==> src/rtl/bdcd_pkg.sv <==
`default_nettype none

package bdcd_pkg;

  // Event codes reported on the result channel
  localparam logic [1:0] EV_NONE   = 2'd0;
  localparam logic [1:0] EV_CLICK  = 2'd1;
  localparam logic [1:0] EV_DOUBLE = 2'd2;
  localparam logic [1:0] EV_LONG   = 2'd3;

  // Register indexes (byte address = 4 * index)
  localparam logic [1:0] REG_DEBOUNCE = 2'd0;
  localparam logic [1:0] REG_DOUBLE   = 2'd1;
  localparam logic [1:0] REG_LONG     = 2'd2;
  localparam logic [1:0] REG_LEVEL    = 2'd3;

  // Register reset values
  localparam logic [15:0] DEBOUNCE_RST = 16'd50;
  localparam logic [15:0] DOUBLE_RST   = 16'd250;
  localparam logic [15:0] LONG_RST     = 16'd1000;
  localparam logic        LEVEL_RST    = 1'b0;

  localparam logic [7:0] COUNT_MAX = 8'd255;

  // Configuration as seen by the classifier
  typedef struct packed {
    logic [15:0] debounce_ms;
    logic [15:0] double_click_ms;
    logic [15:0] long_press_ms;
    logic        pressed_level;
  } cfg_t;

endpackage

`default_nettype wire

==> src/rtl/bdcd_engine.sv <==
`default_nettype none

// Debounce and click classification state, updated once per processed poll.
module bdcd_engine (
  input  wire logic           clk_i,
  input  wire logic           rst_ni,
  input  wire bdcd_pkg::cfg_t cfg_i,
  input  wire logic           adv_i,
  input  wire logic           pin_level_i,
  input  wire logic [31:0]    now_ms_i,
  output logic [1:0]          event_code_o
);

  logic        stable_q, stable_d;
  logic        active_q, active_d;
  logic [31:0] dbend_q, dbend_d;
  logic [31:0] ptime_q, ptime_d;
  logic        pseen_q, pseen_d;
  logic        rseen_q, rseen_d;
  logic [7:0]  count_q, count_d;
  logic [1:0]  ev;

  logic [31:0] db_diff;
  logic [31:0] elapsed;
  logic        win_old;
  logic        long_over;

  assign db_diff   = now_ms_i - dbend_q;
  assign elapsed   = now_ms_i - ptime_q;
  assign win_old   = pseen_q && (elapsed[31:16] == 16'd0) &&
                     (elapsed[15:0] <= cfg_i.double_click_ms);
  assign long_over = (elapsed[31:16] != 16'd0) || (elapsed[15:0] > cfg_i.long_press_ms);

  // Next state and event for the poll in the input register
  always_comb begin
    logic win_new;
    logic hold;
    stable_d = stable_q;
    active_d = active_q;
    dbend_d  = dbend_q;
    ptime_d  = ptime_q;
    pseen_d  = pseen_q;
    rseen_d  = rseen_q;
    count_d  = count_q;
    win_new  = win_old;
    hold     = active_q && db_diff[31];
    ev       = bdcd_pkg::EV_NONE;

    if (!hold) begin
      if (pin_level_i != stable_q) begin
        if (active_q) begin
          // change survived the window: accept it
          active_d = 1'b0;
          stable_d = pin_level_i;
          if (pin_level_i == cfg_i.pressed_level) begin
            rseen_d = 1'b0;
            if (win_old) begin
              if (count_q != bdcd_pkg::COUNT_MAX) begin
                count_d = count_q + 8'd1;
              end
            end else begin
              ptime_d = now_ms_i;
              pseen_d = 1'b1;
              count_d = 8'd1;
              win_new = 1'b1;
            end
          end else if (pseen_q) begin
            rseen_d = 1'b1;
          end
        end else begin
          active_d = 1'b1;
          dbend_d  = now_ms_i + {16'd0, cfg_i.debounce_ms};
        end
      end else begin
        active_d = 1'b0;
      end
    end

    // Classify once settled and outside the double-click window
    if (!active_d && !win_new && pseen_d) begin
      if (rseen_d) begin
        ev = (count_d > 8'd1) ? bdcd_pkg::EV_DOUBLE : bdcd_pkg::EV_CLICK;
      end else if (long_over) begin
        ev = bdcd_pkg::EV_LONG;
      end
    end

    // Reported: drop the record and resync to the pin
    if (ev != bdcd_pkg::EV_NONE) begin
      stable_d = pin_level_i;
      active_d = 1'b0;
      pseen_d  = 1'b0;
      rseen_d  = 1'b0;
      count_d  = 8'd0;
    end
  end

  assign event_code_o = ev;

  // Control state
  always_ff @(posedge clk_i or negedge rst_ni) begin
    if (!rst_ni) begin
      stable_q <= ~bdcd_pkg::LEVEL_RST;
      active_q <= 1'b0;
      pseen_q  <= 1'b0;
      rseen_q  <= 1'b0;
      count_q  <= 8'd0;
    end else if (adv_i) begin
      stable_q <= stable_d;
      active_q <= active_d;
      pseen_q  <= pseen_d;
      rseen_q  <= rseen_d;
      count_q  <= count_d;
    end
  end

  // Time stamps, only read while their flags are set
  always_ff @(posedge clk_i) begin
    if (adv_i) begin
      dbend_q <= dbend_d;
      ptime_q <= ptime_d;
    end
  end

  a_count_tracks_press: assert property (@(posedge clk_i) disable iff (!rst_ni)
    pseen_q == (count_q != 8'd0))
    else $error("press count out of step with press record");

  a_release_needs_press: assert property (@(posedge clk_i) disable iff (!rst_ni)
    rseen_q |-> pseen_q)
    else $error("release recorded without a press");

  a_event_clears: assert property (@(posedge clk_i) disable iff (!rst_ni)
    (adv_i && ev != bdcd_pkg::EV_NONE) |=> (!pseen_q && !active_q))
    else $error("press record not cleared after an event");

  a_idle_holds: assert property (@(posedge clk_i) disable iff (!rst_ni)
    !adv_i |=> ($stable(stable_q) && $stable(count_q) && $stable(active_q)))
    else $error("state changed without a poll");

endmodule

`default_nettype wire

==> src/rtl/button_debounce_click_detector.sv <==
`default_nettype none

// Button debounce and click detector.
// Input stream: one poll per transaction, carrying the raw pin level and the
// current millisecond time. Output stream: one event code per poll
// (none, click, double click, long press), in poll order.
// Registers on the APB port: 0x0 debounce_ms, 0x4 double_click_ms,
// 0x8 long_press_ms, 0xC pressed_level. Write them only while idle.
// Path: an accepted poll waits in the input register, is classified as it
// moves on, and its event is held in the result register and valid on the
// output from then on.
// Throughput: one poll per cycle while the receiver keeps m_axis_tready high;
// the classifier is a single pass of compares and 32-bit time subtractions
// between the input and result registers.
// Stall: when the receiver holds m_axis_tready low, the result register
// keeps its event, the input register keeps one further poll, and only then
// does s_axis_tready drop.
// Reset: registers return to 50 / 250 / 1000 ms with pull-up wiring
// (pressed level low), the button is taken as released, no press recorded,
// and both register stages are emptied.
module button_debounce_click_detector (
  input  wire logic        clk_i,
  input  wire logic        rst_ni,
  // Poll stream
  input  wire logic        s_axis_tvalid_i,
  output logic             s_axis_tready_o,
  input  wire logic [39:0] s_axis_tdata_i,  // [0] pin_level, [32:1] now_ms, rest zero
  // Event stream
  output logic             m_axis_tvalid_o,
  input  wire logic        m_axis_tready_i,
  output logic [7:0]       m_axis_tdata_o,  // [1:0] event_code, rest zero
  // Configuration
  input  wire logic        psel,
  input  wire logic        penable,
  input  wire logic        pwrite,
  input  wire logic [3:0]  paddr,
  input  wire logic [31:0] pwdata,
  output logic [31:0]      prdata,
  output logic             pready
);

  bdcd_pkg::cfg_t cfg_q;

  logic        in_valid_q;
  logic        in_level_q;
  logic [31:0] in_now_q;
  logic        out_valid_q;
  logic [1:0]  out_code_q;
  logic [1:0]  ev_code;
  logic        adv;
  logic        s_acc;
  logic        cfg_wr;

  assign pready = 1'b1;
  assign cfg_wr = psel && penable && pwrite;

  // Register writes
  always_ff @(posedge clk_i or negedge rst_ni) begin
    if (!rst_ni) begin
      cfg_q.debounce_ms     <= bdcd_pkg::DEBOUNCE_RST;
      cfg_q.double_click_ms <= bdcd_pkg::DOUBLE_RST;
      cfg_q.long_press_ms   <= bdcd_pkg::LONG_RST;
      cfg_q.pressed_level   <= bdcd_pkg::LEVEL_RST;
    end else if (cfg_wr) begin
      case (paddr[3:2])
        bdcd_pkg::REG_DEBOUNCE: cfg_q.debounce_ms     <= pwdata[15:0];
        bdcd_pkg::REG_DOUBLE:   cfg_q.double_click_ms <= pwdata[15:0];
        bdcd_pkg::REG_LONG:     cfg_q.long_press_ms   <= pwdata[15:0];
        bdcd_pkg::REG_LEVEL:    cfg_q.pressed_level   <= pwdata[0];
        default: ;
      endcase
    end
  end

  // Register reads
  always_comb begin
    case (paddr[3:2])
      bdcd_pkg::REG_DEBOUNCE: prdata = {16'd0, cfg_q.debounce_ms};
      bdcd_pkg::REG_DOUBLE:   prdata = {16'd0, cfg_q.double_click_ms};
      bdcd_pkg::REG_LONG:     prdata = {16'd0, cfg_q.long_press_ms};
      bdcd_pkg::REG_LEVEL:    prdata = {31'd0, cfg_q.pressed_level};
      default:                prdata = 32'd0;
    endcase
  end

  // Handshakes: the held poll moves on when the result register is free
  assign adv             = in_valid_q && (!out_valid_q || m_axis_tready_i);
  assign s_axis_tready_o = !in_valid_q || adv;
  assign s_acc           = s_axis_tvalid_i && s_axis_tready_o;

  always_ff @(posedge clk_i or negedge rst_ni) begin
    if (!rst_ni) begin
      in_valid_q  <= 1'b0;
      out_valid_q <= 1'b0;
    end else begin
      if (s_acc) begin
        in_valid_q <= 1'b1;
      end else if (adv) begin
        in_valid_q <= 1'b0;
      end
      if (adv) begin
        out_valid_q <= 1'b1;
      end else if (m_axis_tready_i) begin
        out_valid_q <= 1'b0;
      end
    end
  end

  // Payload registers
  always_ff @(posedge clk_i) begin
    if (s_acc) begin
      in_level_q <= s_axis_tdata_i[0];
      in_now_q   <= s_axis_tdata_i[32:1];
    end
    if (adv) begin
      out_code_q <= ev_code;
    end
  end

  bdcd_engine u_engine (
    .clk_i        (clk_i),
    .rst_ni       (rst_ni),
    .cfg_i        (cfg_q),
    .adv_i        (adv),
    .pin_level_i  (in_level_q),
    .now_ms_i     (in_now_q),
    .event_code_o (ev_code)
  );

  assign m_axis_tvalid_o = out_valid_q;
  assign m_axis_tdata_o  = {6'd0, out_code_q};

  a_no_loss: assert property (@(posedge clk_i) disable iff (!rst_ni)
    (out_valid_q && !m_axis_tready_i && in_valid_q) |-> !s_axis_tready_o)
    else $error("poll accepted with both stages full");

  a_adv_fills_out: assert property (@(posedge clk_i) disable iff (!rst_ni)
    adv |=> out_valid_q)
    else $error("processed poll left no result");

  a_stall_holds_poll: assert property (@(posedge clk_i) disable iff (!rst_ni)
    (in_valid_q && !adv) |=> (in_valid_q && $stable(in_now_q) && $stable(in_level_q)))
    else $error("held poll changed while stalled");

endmodule

`default_nettype wire

==> config.mk <==
export PLATFORM = sky130hd
export DESIGN_NAME = button_debounce_click_detector
export DESIGN_NICKNAME = d
export VERILOG_FILES = /design/src/rtl/bdcd_pkg.sv /design/src/rtl/bdcd_engine.sv /design/src/rtl/button_debounce_click_detector.sv
export SDC_FILE = /design/constraint.sdc
export NUM_CORES = 1
export LEC_CHECK = 0
export BUFFER_PORTS_ARGS = -buffer_cell sky130_fd_sc_hd__buf_2
export CAP_MARGIN = 20
export CORE_MARGIN = 4
export CORE_UTILIZATION = 60
export DETAILED_ROUTE_END_ITERATION = 6
export GPL_TIMING_DRIVEN = 1
export MAX_ROUTING_LAYER = met4
export PLACE_DENSITY = 0.88
export SLEW_MARGIN = 20
export SYNTH_ARGS = -nofsm -noshare
export SYNTH_HDL_FRONTEND = slang
export SYNTH_SLANG_ARGS = --single-unit
==> constraint.sdc <==
create_clock -name clk_i -period 10 [get_ports clk_i]
set_clock_uncertainty 0.1 [all_clocks]
set_input_delay 1 -clock clk_i [delete_from_list [all_inputs] [get_ports clk_i]]
set_output_delay 1 -clock clk_i [all_outputs]
set_load 0.02 [all_outputs]
==> results of run 1 <==
-- worst max-delay path: cells and delay by family (launching register included) --
kind	cells	cell delay, ns
AND/OR/NAND/NOR	4	0.93
XOR/XNOR	1	0.18
adder cells (fa/ha/maj)	2	0.81
flip-flops	1	0.46
AO/OA/AOI/OAI	10	2.43
-- cell type report --
type	instances	area [um^2]
clock buffer	17	425
timing repair buffer	83	430
tap	229	287
fill	1344	5870
sequential	162	4570
clock inverter	15	154
inverter	113	424
multi-input combinational	831	5930
-- where the power goes --
part           internal, mW  switching (mW)
Sequential            0.844          0.0943
Combinational         0.284           0.403
Clock                 0.369           0.286
Total                  1.50           0.783
-- through the flow --
step	hold WS [ns]	instances	power, mW	cell area (um^2)
2_1_floorplan	0.357	1157	1.43	11200
3_3_place_gp	0.363	1418	1.58	11600
3_5_place_dp	0.379	1418	1.61	11600
4_1_cts	0.395	1450	2.28	12200
5_1_grt	0.429	1450	2.41	12200
6_report	0.392	1450	2.28	12200
-- cells in the final DEF (no fill, tap or decap), drive strengths merged, types with 15 or more instances in the layout --
cell type	instances
conb	23
ha	110
clkbuf	17
a21o	18
nand3	25
nor2	52
o21ai	89
edfxtp	99
inv	118
nand2b	16
nand2	110
and3	17
mux2i	17
a21oi	76
mux2	21
xor2	24
xnor2	25
dfrtp	47
nand4	15
buf	83
dfstp	16
-- logic make-up (layout without fill, tap and decap cells) --
kind of cell,after synthesis,after routing,synth area share [%]
adders and majority gates,112,112,12.8
other,2,23,0.0676
xor gates and xnor gates,49,49,3.86
and+or+nand+nor,307,307,14.1
muxes,39,39,3.90
AOI/OAI and AO/OA,301,301,17.7
buffers and inverters,164,228,6.47
DFF,162,162,41.1
-- per-layer routing --
metal	global-route usage, %	part of all wire, %	up-vias
met4	8.67	2.2	0
met1	36.1	44	4232
met3	3.94	7.9	44
li1	-	-	4248
met5	-	0	-
met2	40.1	46	418
-- flip-flops by register name, indices dropped and copies added (netlist names) --
signal,count
in_level_q,1
u_engine.ptime_q,32
u_engine.pseen_q,1
u_engine.dbend_q,32
u_engine.stable_q,1
u_engine.active_q,1
u_engine.rseen_q,1
m_axis_tvalid_o,1
in_now_q,32
cfg_q,49
in_valid_q,1
out_code_q,2
u_engine.count_q,8
-- final timing paths --
| kind | startpoint | to | slack [ns] | depth (start not counted) |
|---|---|---|---|---|
| setup / recovery | in_now_q[8]$_DFFE_PP_ | out_code_q[0]$_DFFE_PP_ | 4.85 | 17 |
| hold / removal | in_valid_q$_DFFE_PN0P_ | m_axis_tvalid_o$_DFFE_PN0P_ | 0.39 | 1 |
| setup reg to reg | in_now_q[8]$_DFFE_PP_ | out_code_q[0]$_DFFE_PP_ | 4.85 | 17 |
| hold reg to reg | in_valid_q$_DFFE_PN0P_ | m_axis_tvalid_o$_DFFE_PN0P_ | 0.39 | 1 |
| max in group asynchronous | rst_ni | u_engine.count_q[7]$_DFFE_PN0P_ | 8.64 | 2 |
| min in group asynchronous | rst_ni | cfg_q[36]$_DFFE_PN0P_ | 0.62 | 2 |
==> flow_summary.yaml, run 1 <==
placed_design:
  place_congestion: 0.921
  place_ws_ns: 5.02
  dpl.hpwl_mm: 19.1
  port-buffer-count: 77
sta:
  finalHoldViolations: 0
  maxSlewHeadroom_pct: 35.7
  grt_setup_unrepaired: "false"
  fin_crit_ns: 5.15
  totalNegativeSetupSlack_ns: 0
  fin_crit_sh_pct: 51.5
  timing.final.ws_setup_ns: 4.85
  final-setup-viol-count: 0
  final_max_slew_viol_count: 0
  max_freq_mhz: 194
  tightest_slew_ns: 0.956
logic_synthesis:
  async_flop_share_pct: 38.9
  synth-seq-cells: 162
  synthDominantAreaCellType: "sky130_fd_sc_hd__edfxtp_1"
  yosys_most_used_dff: "sky130_fd_sc_hd__edfxtp_1"
  syn-mean-instance-area_um2: 9.78
  post_synth_main_area_contributors: "sky130_fd_sc_hd__edfxtp_1, sky130_fd_sc_hd__ha_1, sky130_fd_sc_hd__dfrtp_1"
  synthDistinctLibCells: 84
  syn_area_mm2: 0.0111
  synth_seq_area_share_pct: 41.1
  synthDominantCellAreaShare_pct: 26.8
  number_of_flops_mapped_to_enable_cells_by_yosys: 99
  postSynthCellCount: 1136
  synth_most_common_cell: "sky130_fd_sc_hd__inv_1"
  synth_common_cells: "sky130_fd_sc_hd__inv_1, sky130_fd_sc_hd__ha_1, sky130_fd_sc_hd__nand2_1"
  synth-warning-count: 0
detailed_routing:
  ant_nets: 0
  overall_via_count_from_detail_route: 8942
  drc_errors: 0
  routed_wl_mm: 25.9
  dr.pass1.iters: 5
  routed_via_density: 6.17
  initial_drc_count: 745
  detail_route.wl_per_cell_um: 17.9
cts:
  htreeDepth: 4
  cts-root-to-sink-buffers: 2
  cts.repair.resized: 0
  cts_tree: "done"
  hold_buffers: 0
  clkSlewWorstSetupHoldPaths_ns: 0.07
  root_buffer_cell: "sky130_fd_sc_hd__clkbuf_16"
  numCtsBuffers: 17
  cts.repair_timing.setup_buffer_count: 0
  cts_sinks: 162
  worst_skew_pair.late_latency_ns: 0.44
grt:
  number_of_antenna_violations_at_the_first_check_in_global_routing: 0
  first_pass_grt_wire_length_mm: 41.4
  groute.usage.overall_pct: 26.2
  grt_pass1_vias: 8341
  grt_overflow_total: 0
  grt_start_max_net_pins: 64
critical_path:
  max_stage_delay_ns: 0.59
  cells_along_the_critical_path: "ha_1 -> nand4_1 -> o22ai_1 -> o31ai_1 -> a21oi_1 -> a21o_1 -> a21oi_1 -> xnor2_1 -> ha_1 -> nand4_1 -> nor4_1 -> o21a_1 -> o41a_1 -> nand4bb_2 -> o31ai_1 -> a2111oi_2 -> o21a_1"
  cp.arrival_ns: 5.25
  crit_slowest_cell: "sky130_fd_sc_hd__a21oi_1"
  crit_path_end_kind: "flip-flop"
  cp_data_required_time_ns: 10.09
  timing.setup.critical_path_class: "flip-flop to flip-flop"
  cp_max_fo: 8
  worstSetupStartpointType: "flip-flop"
die:
  row_count: 49
  die-width_um: 144
  floorplan.die_area_mm2: 0.0208
  ioPinCount: 126
  core_mm2: 0.0181
  height_of_the_die_um: 144
  initial_core_util_pct: 61.4
layout:
  final_core_utilization_pct: 67.6
  fraction_of_final_layout_cells_with_drive_strength_greater_than_1_pct: 14.7
  final_net_count: 1403
  antenna-diode-count: 0
  area.growth.synth_to_final_pct: 10.0
status:
  status: "completed"
pwr:
  power.static_leakage_nw: 5.31
  vdd_ir_drop_max_mv: 0.129
  power-per-cell-area_mw_per_mm2: 187
min_path:
  hold_path_class: "flip-flop to flip-flop"
flow_run:
  max_cap_violations: 0
Note: power is estimated with default switching activity, not from simulation.
==> inputs of run 2 (changes only) <==
Settings changed: CORE_UTILIZATION 60 to 54, PLACE_DENSITY 0.88 to 0.83.
Clock period 10 ns to 4.5 ns, I/O delays scaled along.
==> run 2 against run 1 <==
First-iteration DRC count is 5.5% lower. Final area is 4.6% higher. Sequential power is 120% higher.
==> flow_summary.yaml, run 2 (synthesis results as in run 1) <==
status:
  status: "completed"
critical_path:
  cp_max_fo: 32
  reg2reg_depth: 21
  reg2reg_to: "u_engine.ptime_q[7]$_DFFE_PP_"
  setup.worst_path.end: "u_engine.ptime_q[7]$_DFFE_PP_"
  timing.setup.critical_path_class: "flip-flop to flip-flop"
  cp.arrival_ns: 4.53
  crit-reg2reg-launch: "in_now_q[1]$_DFFE_PP_"
  cp_data_required_time_ns: 4.58
  crit_path_end_kind: "flip-flop"
  worstSetupStartpointType: "flip-flop"
  setup.worst_path.start: "in_now_q[1]$_DFFE_PP_"
  reg2reg_slack_ns: 0.05
pwr:
  seq_power_share_pct: 40.0
  power-per-cell-area_mw_per_mm2: 407
  netSwitchingFraction_pct: 34.7
  vdd_ir_drop_max_mv: 0.280
  p_int_mw: 3.40
  logic_pwr_share_pct: 31.3
  clockPowerShare_pct: 28.6
  p_switching_mw: 1.80
  power.static_leakage_nw: 5.56
  power.total_mw: 5.20
die:
  initial_core_util_pct: 54.9
  die-width_um: 151
  core_mm2: 0.0202
  floorplan.die_area_mm2: 0.0229
  ioPinCount: 126
  row_count: 52
  height_of_the_die_um: 151
sta:
  maxSlewHeadroom_pct: 48.7
  final-setup-viol-count: 0
  final_max_slew_viol_count: 0
  grt_setup_unrepaired: "true"
  fin_crit_ns: 4.45
  max_freq_mhz: 225
  fin_crit_sh_pct: 98.9
  timing.final.ws_setup_ns: 0.0507
  tightest_slew_ns: 0.768
  totalNegativeSetupSlack_ns: 0
  finalHoldViolations: 0
placed_design:
  place_ws_ns: -0.0667
  place_congestion: 0.908
  dpl.hpwl_mm: 20.2
  dp.cells: 1501
  port-buffer-count: 77
grt:
  grt_pass1_vias: 8644
  grt_start_max_net_pins: 41
  first_pass_grt_wire_length_mm: 43.3
  grt_overflow_total: 0
  groute.usage.overall_pct: 24.9
  number_of_antenna_violations_at_the_first_check_in_global_routing: 1
detailed_routing:
  initial_drc_count: 704
  drc_errors: 0
  routed_wl_mm: 27.4
  ant_nets: 0
  overall_via_count_from_detail_route: 8979
  routed_via_density: 5.83
  detail_route.wl_per_cell_um: 17.8
  top_layer_used: "met4"
  wirelength_met1_mm: 12.0
  detailroute.wirelength.met3_mm: 1.90
  detailroute.wirelength.met2_mm: 12.9
  dr.pass1.iters: 7
cts:
  clkSlewWorstSetupHoldPaths_ns: 0.07
  cts_sinks: 162
  cts-root-to-sink-buffers: 2
  numCtsBuffers: 17
  worst_skew_pair.late_latency_ns: 0.44
  cts_tree: "done"
  htreeDepth: 4
  root_buffer_cell: "sky130_fd_sc_hd__clkbuf_16"
min_path:
  hold_path_class: "input port to flip-flop"
layout:
  layoutNonFillerInstCount: 1539
  fraction_of_final_layout_cells_with_drive_strength_greater_than_1_pct: 19.6
  mostFrequentLayoutCells: "sky130_fd_sc_hd__inv_1, sky130_fd_sc_hd__ha_1, sky130_fd_sc_hd__nand2_1, sky130_fd_sc_hd__edfxtp_1, sky130_fd_sc_hd__o21ai_0"
  largest_register_ffs: 49
  final_common_cell: "sky130_fd_sc_hd__inv_1"
  area.growth.synth_to_final_pct: 15.1
  final_net_count: 1450
  layout.filler_cells: 1622
  largest-register: "cfg_q"
flow_run:
  max_cap_violations: 0
[run 2: cell count changes in the layout (fill, tap and decap cells not counted), moves of 3 or more]
cell,change
sky130_fd_sc_hd__a311oi_2,+3
sky130_fd_sc_hd__a21oi_1,-3
sky130_fd_sc_hd__o31ai_1,-3
sky130_fd_sc_hd__clkinv_1,-3
sky130_fd_sc_hd__a21oi_2,+3
sky130_fd_sc_hd__a311oi_1,-3
sky130_fd_sc_hd__buf_4,+45
[run 2: through the flow]
step	area [um^2]	util (%)	hold slack [ns]
final	12800	63.2	0.0798
after global routing	12800	63.2	0.0607
after CTS	12600	62.5	0.0675
after detailed placement	12000	59.4	0.351
after global placement	12000	59.4	0.351
after floorplan	11200	-	0.0544
[run 2: worst min path at each step]
stage,startpoint,end,slack (ns),cells after the start
finish,s_axis_tdata_i[2],in_now_q[1]$_DFFE_PP_,0.08,1
detailed placement,rst_ni,cfg_q[36]$_DFFE_PN0P_,0.35,1
global placement,rst_ni,cfg_q[36]$_DFFE_PN0P_,0.35,1
global route,s_axis_tdata_i[30],in_now_q[29]$_DFFE_PP_,0.06,1
floorplan,rst_ni,cfg_q[0]$_DFFE_PN0P_,0.05,0
CTS,s_axis_tdata_i[27],in_now_q[26]$_DFFE_PP_,0.07,1
[run 2: power by group through the flow]
stage	Sequential, mW	Clock (mW)	Combinational [mW]
global route	2.11	1.57	1.82
floorplan	2.02	0	1.16
global placement	2.08	0	1.49
CTS	2.07	1.50	1.58
detailed placement	2.10	0	1.55
finish	2.08	1.49	1.63
[run 2: final cells by class]
cell class	count	area, um^2	area share, %
Timing Repair Buffer	130	798	6.25
Clock inverter	15	169	1.32
Inverter	113	424	3.32
Multi-Input combinational cell	831	6060	47.4
Antenna cell	1	2.50	0.0196
Clock buffer	17	425	3.33
Sequential cell	162	4570	35.7
Tap cell	270	338	2.64
[run 2: timing repair]
item / in CTS / in global routing
gates resized for setup: 2 / 21
cloned: 0 / 0
setup buffers: 1 / 3
pin swaps: 1 / 4
hold buffers: 1 / 0
hold endpoints to repair: 12 / 0
setup endpoints to repair: 1 / 44
[run 2: worst max-delay path, cell delays in order, from the launching register on]
cell	delay, ns
sky130_fd_sc_hd__edfxtp_1	0.41
sky130_fd_sc_hd__ha_1	0.30
sky130_fd_sc_hd__nor2b_1	0.14
sky130_fd_sc_hd__o31a_1	0.31
sky130_fd_sc_hd__o31a_1	0.27
sky130_fd_sc_hd__nand2_1	0.09
sky130_fd_sc_hd__nand2_2	0.07
sky130_fd_sc_hd__nand3_2	0.08
sky130_fd_sc_hd__nand2_2	0.06
sky130_fd_sc_hd__xor2_2	0.16
sky130_fd_sc_hd__ha_1	0.32
sky130_fd_sc_hd__a21o_1	0.17
sky130_fd_sc_hd__a21o_1	0.18
sky130_fd_sc_hd__a21oi_2	0.13
sky130_fd_sc_hd__nor2_1	0.06
sky130_fd_sc_hd__a211oi_2	0.24
sky130_fd_sc_hd__o21a_1	0.14
sky130_fd_sc_hd__o41a_1	0.26
sky130_fd_sc_hd__nor4b_4	0.23
sky130_fd_sc_hd__buf_4	0.18
sky130_fd_sc_hd__nor3_4	0.05
sky130_fd_sc_hd__buf_12	0.21
[run 2: per-layer routing]
| layer | GRT usage, % | up-vias |
|---|---|---|
| met5 | - | - |
| met4 | 7.75 | 0 |
| met3 | 4.28 | 50 |
| met2 | 39.0 | 337 |
| met1 | 33.2 | 4267 |
| li1 | - | 4325 |
==> inputs of run 3 (changes only) <==
Settings changed: SETUP_SLACK_MARGIN set to 0.4.
==> run 3 against run 2 <==
Sequential share of layout area fell by 0.43 points. First-iteration DRC count fell by 7.5%. Clock power is 3% higher. Final area up 1.2%. Largest power group unchanged.
==> flow_summary.yaml, run 3 (synthesis results as in run 1) <==
placed_design:
  dpl.hpwl_mm: 20.0
  place_congestion: 0.921
  port-buffer-count: 77
  dp.cells: 1481
  placed_area_mm2: 0.0119
  place_ws_ns: -0.0540
min_path:
  worstHoldStart: "s_axis_tdata_i[22]"
  hold_path_class: "input port to flip-flop"
detailed_routing:
  ant_nets: 0
  dr.pass1.iters: 5
  drc_errors: 0
  detail_route.wl_per_cell_um: 17.8
  routed_wl_mm: 27.2
  overall_via_count_from_detail_route: 9006
  routed_via_density: 5.89
  initial_drc_count: 651
die:
  ioPinCount: 126
  row_count: 52
  die-width_um: 151
  core_mm2: 0.0202
  floorplan.die_area_mm2: 0.0229
  height_of_the_die_um: 151
  initial_core_util_pct: 54.9
layout:
  fraction_of_final_layout_cells_with_drive_strength_greater_than_1_pct: 20.8
  final-seq-area_mm2: 0.00457
  layout.filler_cells: 1566
  multi_input_comb_area_mm2: 0.00623
  layoutNonFillerInstCount: 1530
  largest-register: "cfg_q"
  area.growth.synth_to_final_pct: 16.5
  mostFrequentLayoutCells: "sky130_fd_sc_hd__inv_1, sky130_fd_sc_hd__nand2_1, sky130_fd_sc_hd__ha_1, sky130_fd_sc_hd__edfxtp_1, sky130_fd_sc_hd__o21ai_0"
  final_core_utilization_pct: 63.9
  final_common_cell: "sky130_fd_sc_hd__inv_1"
  final_net_count: 1442
  largest_register_ffs: 49
  layout.cell_area.non_filler_mm2: 0.0129
  antenna-diode-count: 0
grt:
  grt_overflow_total: 0
  grt_start_max_net_pins: 38
  number_of_antenna_violations_at_the_first_check_in_global_routing: 0
  grt_pass1_vias: 8667
  groute.usage.overall_pct: 24.9
  first_pass_grt_wire_length_mm: 43.8
pwr:
  power.static_leakage_nw: 5.58
  power.total_mw: 5.28
  vdd_ir_drop_max_mv: 0.277
  power-per-cell-area_mw_per_mm2: 408
cts:
  clkSlewWorstSetupHoldPaths_ns: 0.07
  htreeDepth: 4
  root_buffer_cell: "sky130_fd_sc_hd__clkbuf_16"
  cts_tree: "done"
  cts_sinks: 162
  numCtsBuffers: 17
  worst_skew_pair.late_latency_ns: 0.43
  cts-root-to-sink-buffers: 2
sta:
  maxSlewHeadroom_pct: 36.1
  finalHoldViolations: 0
  tightest_slew_ns: 0.959
  fin_crit_sh_pct: 97.5
  totalNegativeSetupSlack_ns: 0
  final_max_slew_viol_count: 0
  grt_setup_unrepaired: "true"
  max_freq_mhz: 228
  final-setup-viol-count: 0
  fin_worst_hold_slack_ns: 0.0854
  fin_crit_ns: 4.39
  timing.final.ws_setup_ns: 0.111
critical_path:
  cp.arrival_ns: 4.47
  worst_path_dominant_cell_family: "compound AO/OA/AOI/OAI gates"
  worstSetupStartpointType: "flip-flop"
  crit-reg2reg-launch: "in_now_q[1]$_DFFE_PP_"
  max_stage_delay_ns: 0.41
  crit_slowest_cell: "sky130_fd_sc_hd__edfxtp_1"
  cp_max_fo: 3
  timing.setup.critical_path_class: "flip-flop to flip-flop"
  setup.worst_path.start: "in_now_q[1]$_DFFE_PP_"
  cells_along_the_critical_path: "ha_1 -> nor2b_4 -> o31a_1 -> o31a_1 -> nand2_1 -> nand2_2 -> nand3_2 -> nand2_2 -> xor2_2 -> ha_1 -> a21o_1 -> a21o_1 -> a21oi_2 -> nor2_1 -> a211oi_2 -> o21a_1 -> o41a_1 -> nor4b_4 -> buf_4 -> a2111oi_4 -> o21a_1"
  crit_path_end_kind: "flip-flop"
  reg2reg_slack_ns: 0.11
  cp_data_required_time_ns: 4.58
  path_buf_inv: 1
status:
  status: "completed"
flow_run:
  max_cap_violations: 0
-- run 3: repair_timing --
item,in CTS,in global routing
pin swaps,15,8
buffers inserted,12,4
hold buffers,1,0
gates resized for setup,31,17
hold endpoints to repair,15,0
endpoints found under the setup margin,45,45
-- run 3: per-layer routing --
metal	global-route usage, %	up-vias	part of all wire [%]
li1	-	4308	-
met1	33.3	4284	43
met2	39.2	372	47
met3	4.49	42	7.7
met4	7.16	0	2.0
met5	-	-	0
-- run 3: worst reg2reg max path: stages (launching register included) --
cell and delay (ns):
sky130_fd_sc_hd__edfxtp_1 0.41, sky130_fd_sc_hd__ha_1 0.32, sky130_fd_sc_hd__nor2b_4 0.14, sky130_fd_sc_hd__o31a_1 0.27
sky130_fd_sc_hd__o31a_1 0.26, sky130_fd_sc_hd__nand2_1 0.08, sky130_fd_sc_hd__nand2_2 0.07, sky130_fd_sc_hd__nand3_2 0.09
sky130_fd_sc_hd__nand2_2 0.06, sky130_fd_sc_hd__xor2_2 0.16, sky130_fd_sc_hd__ha_1 0.30, sky130_fd_sc_hd__a21o_1 0.19
sky130_fd_sc_hd__a21o_1 0.16, sky130_fd_sc_hd__a21oi_2 0.13, sky130_fd_sc_hd__nor2_1 0.07, sky130_fd_sc_hd__a211oi_2 0.16
sky130_fd_sc_hd__o21a_1 0.15, sky130_fd_sc_hd__o41a_1 0.27, sky130_fd_sc_hd__nor4b_4 0.27, sky130_fd_sc_hd__buf_4 0.18
sky130_fd_sc_hd__a2111oi_4 0.07, sky130_fd_sc_hd__o21a_1 0.22
-- run 3: final timing paths --
| check | to | depth (start not counted) |
|---|---|---|
| min in group asynchronous | cfg_q[41]$_DFFE_PN0P_ | 2 |
| worst min register to register | m_axis_tvalid_o$_DFFE_PN0P_ | 1 |
| worst max-delay path | out_code_q[0]$_DFFE_PP_ | 21 |
| max in group asynchronous | u_engine.stable_q$_DFFE_PN1P_ | 3 |
| worst max register to register | out_code_q[0]$_DFFE_PP_ | 21 |
| worst min-delay path | in_now_q[21]$_DFFE_PP_ | 1 |
-- run 3: final cells by class --
class	count	area share, %
Clock buffer	17	3.29
Multi-Input combinational cell	831	48.2
Inverter	113	3.28
Sequential cell	162	35.3
Timing Repair Buffer	122	5.85
Tap cell	270	2.61
Clock inverter	15	1.45
-- run 3: power by group --
part           internal, mW  switching (mW)
sequential             1.87           0.215
combinational         0.707           0.947
clock                 0.848           0.687
total                  3.43            1.85
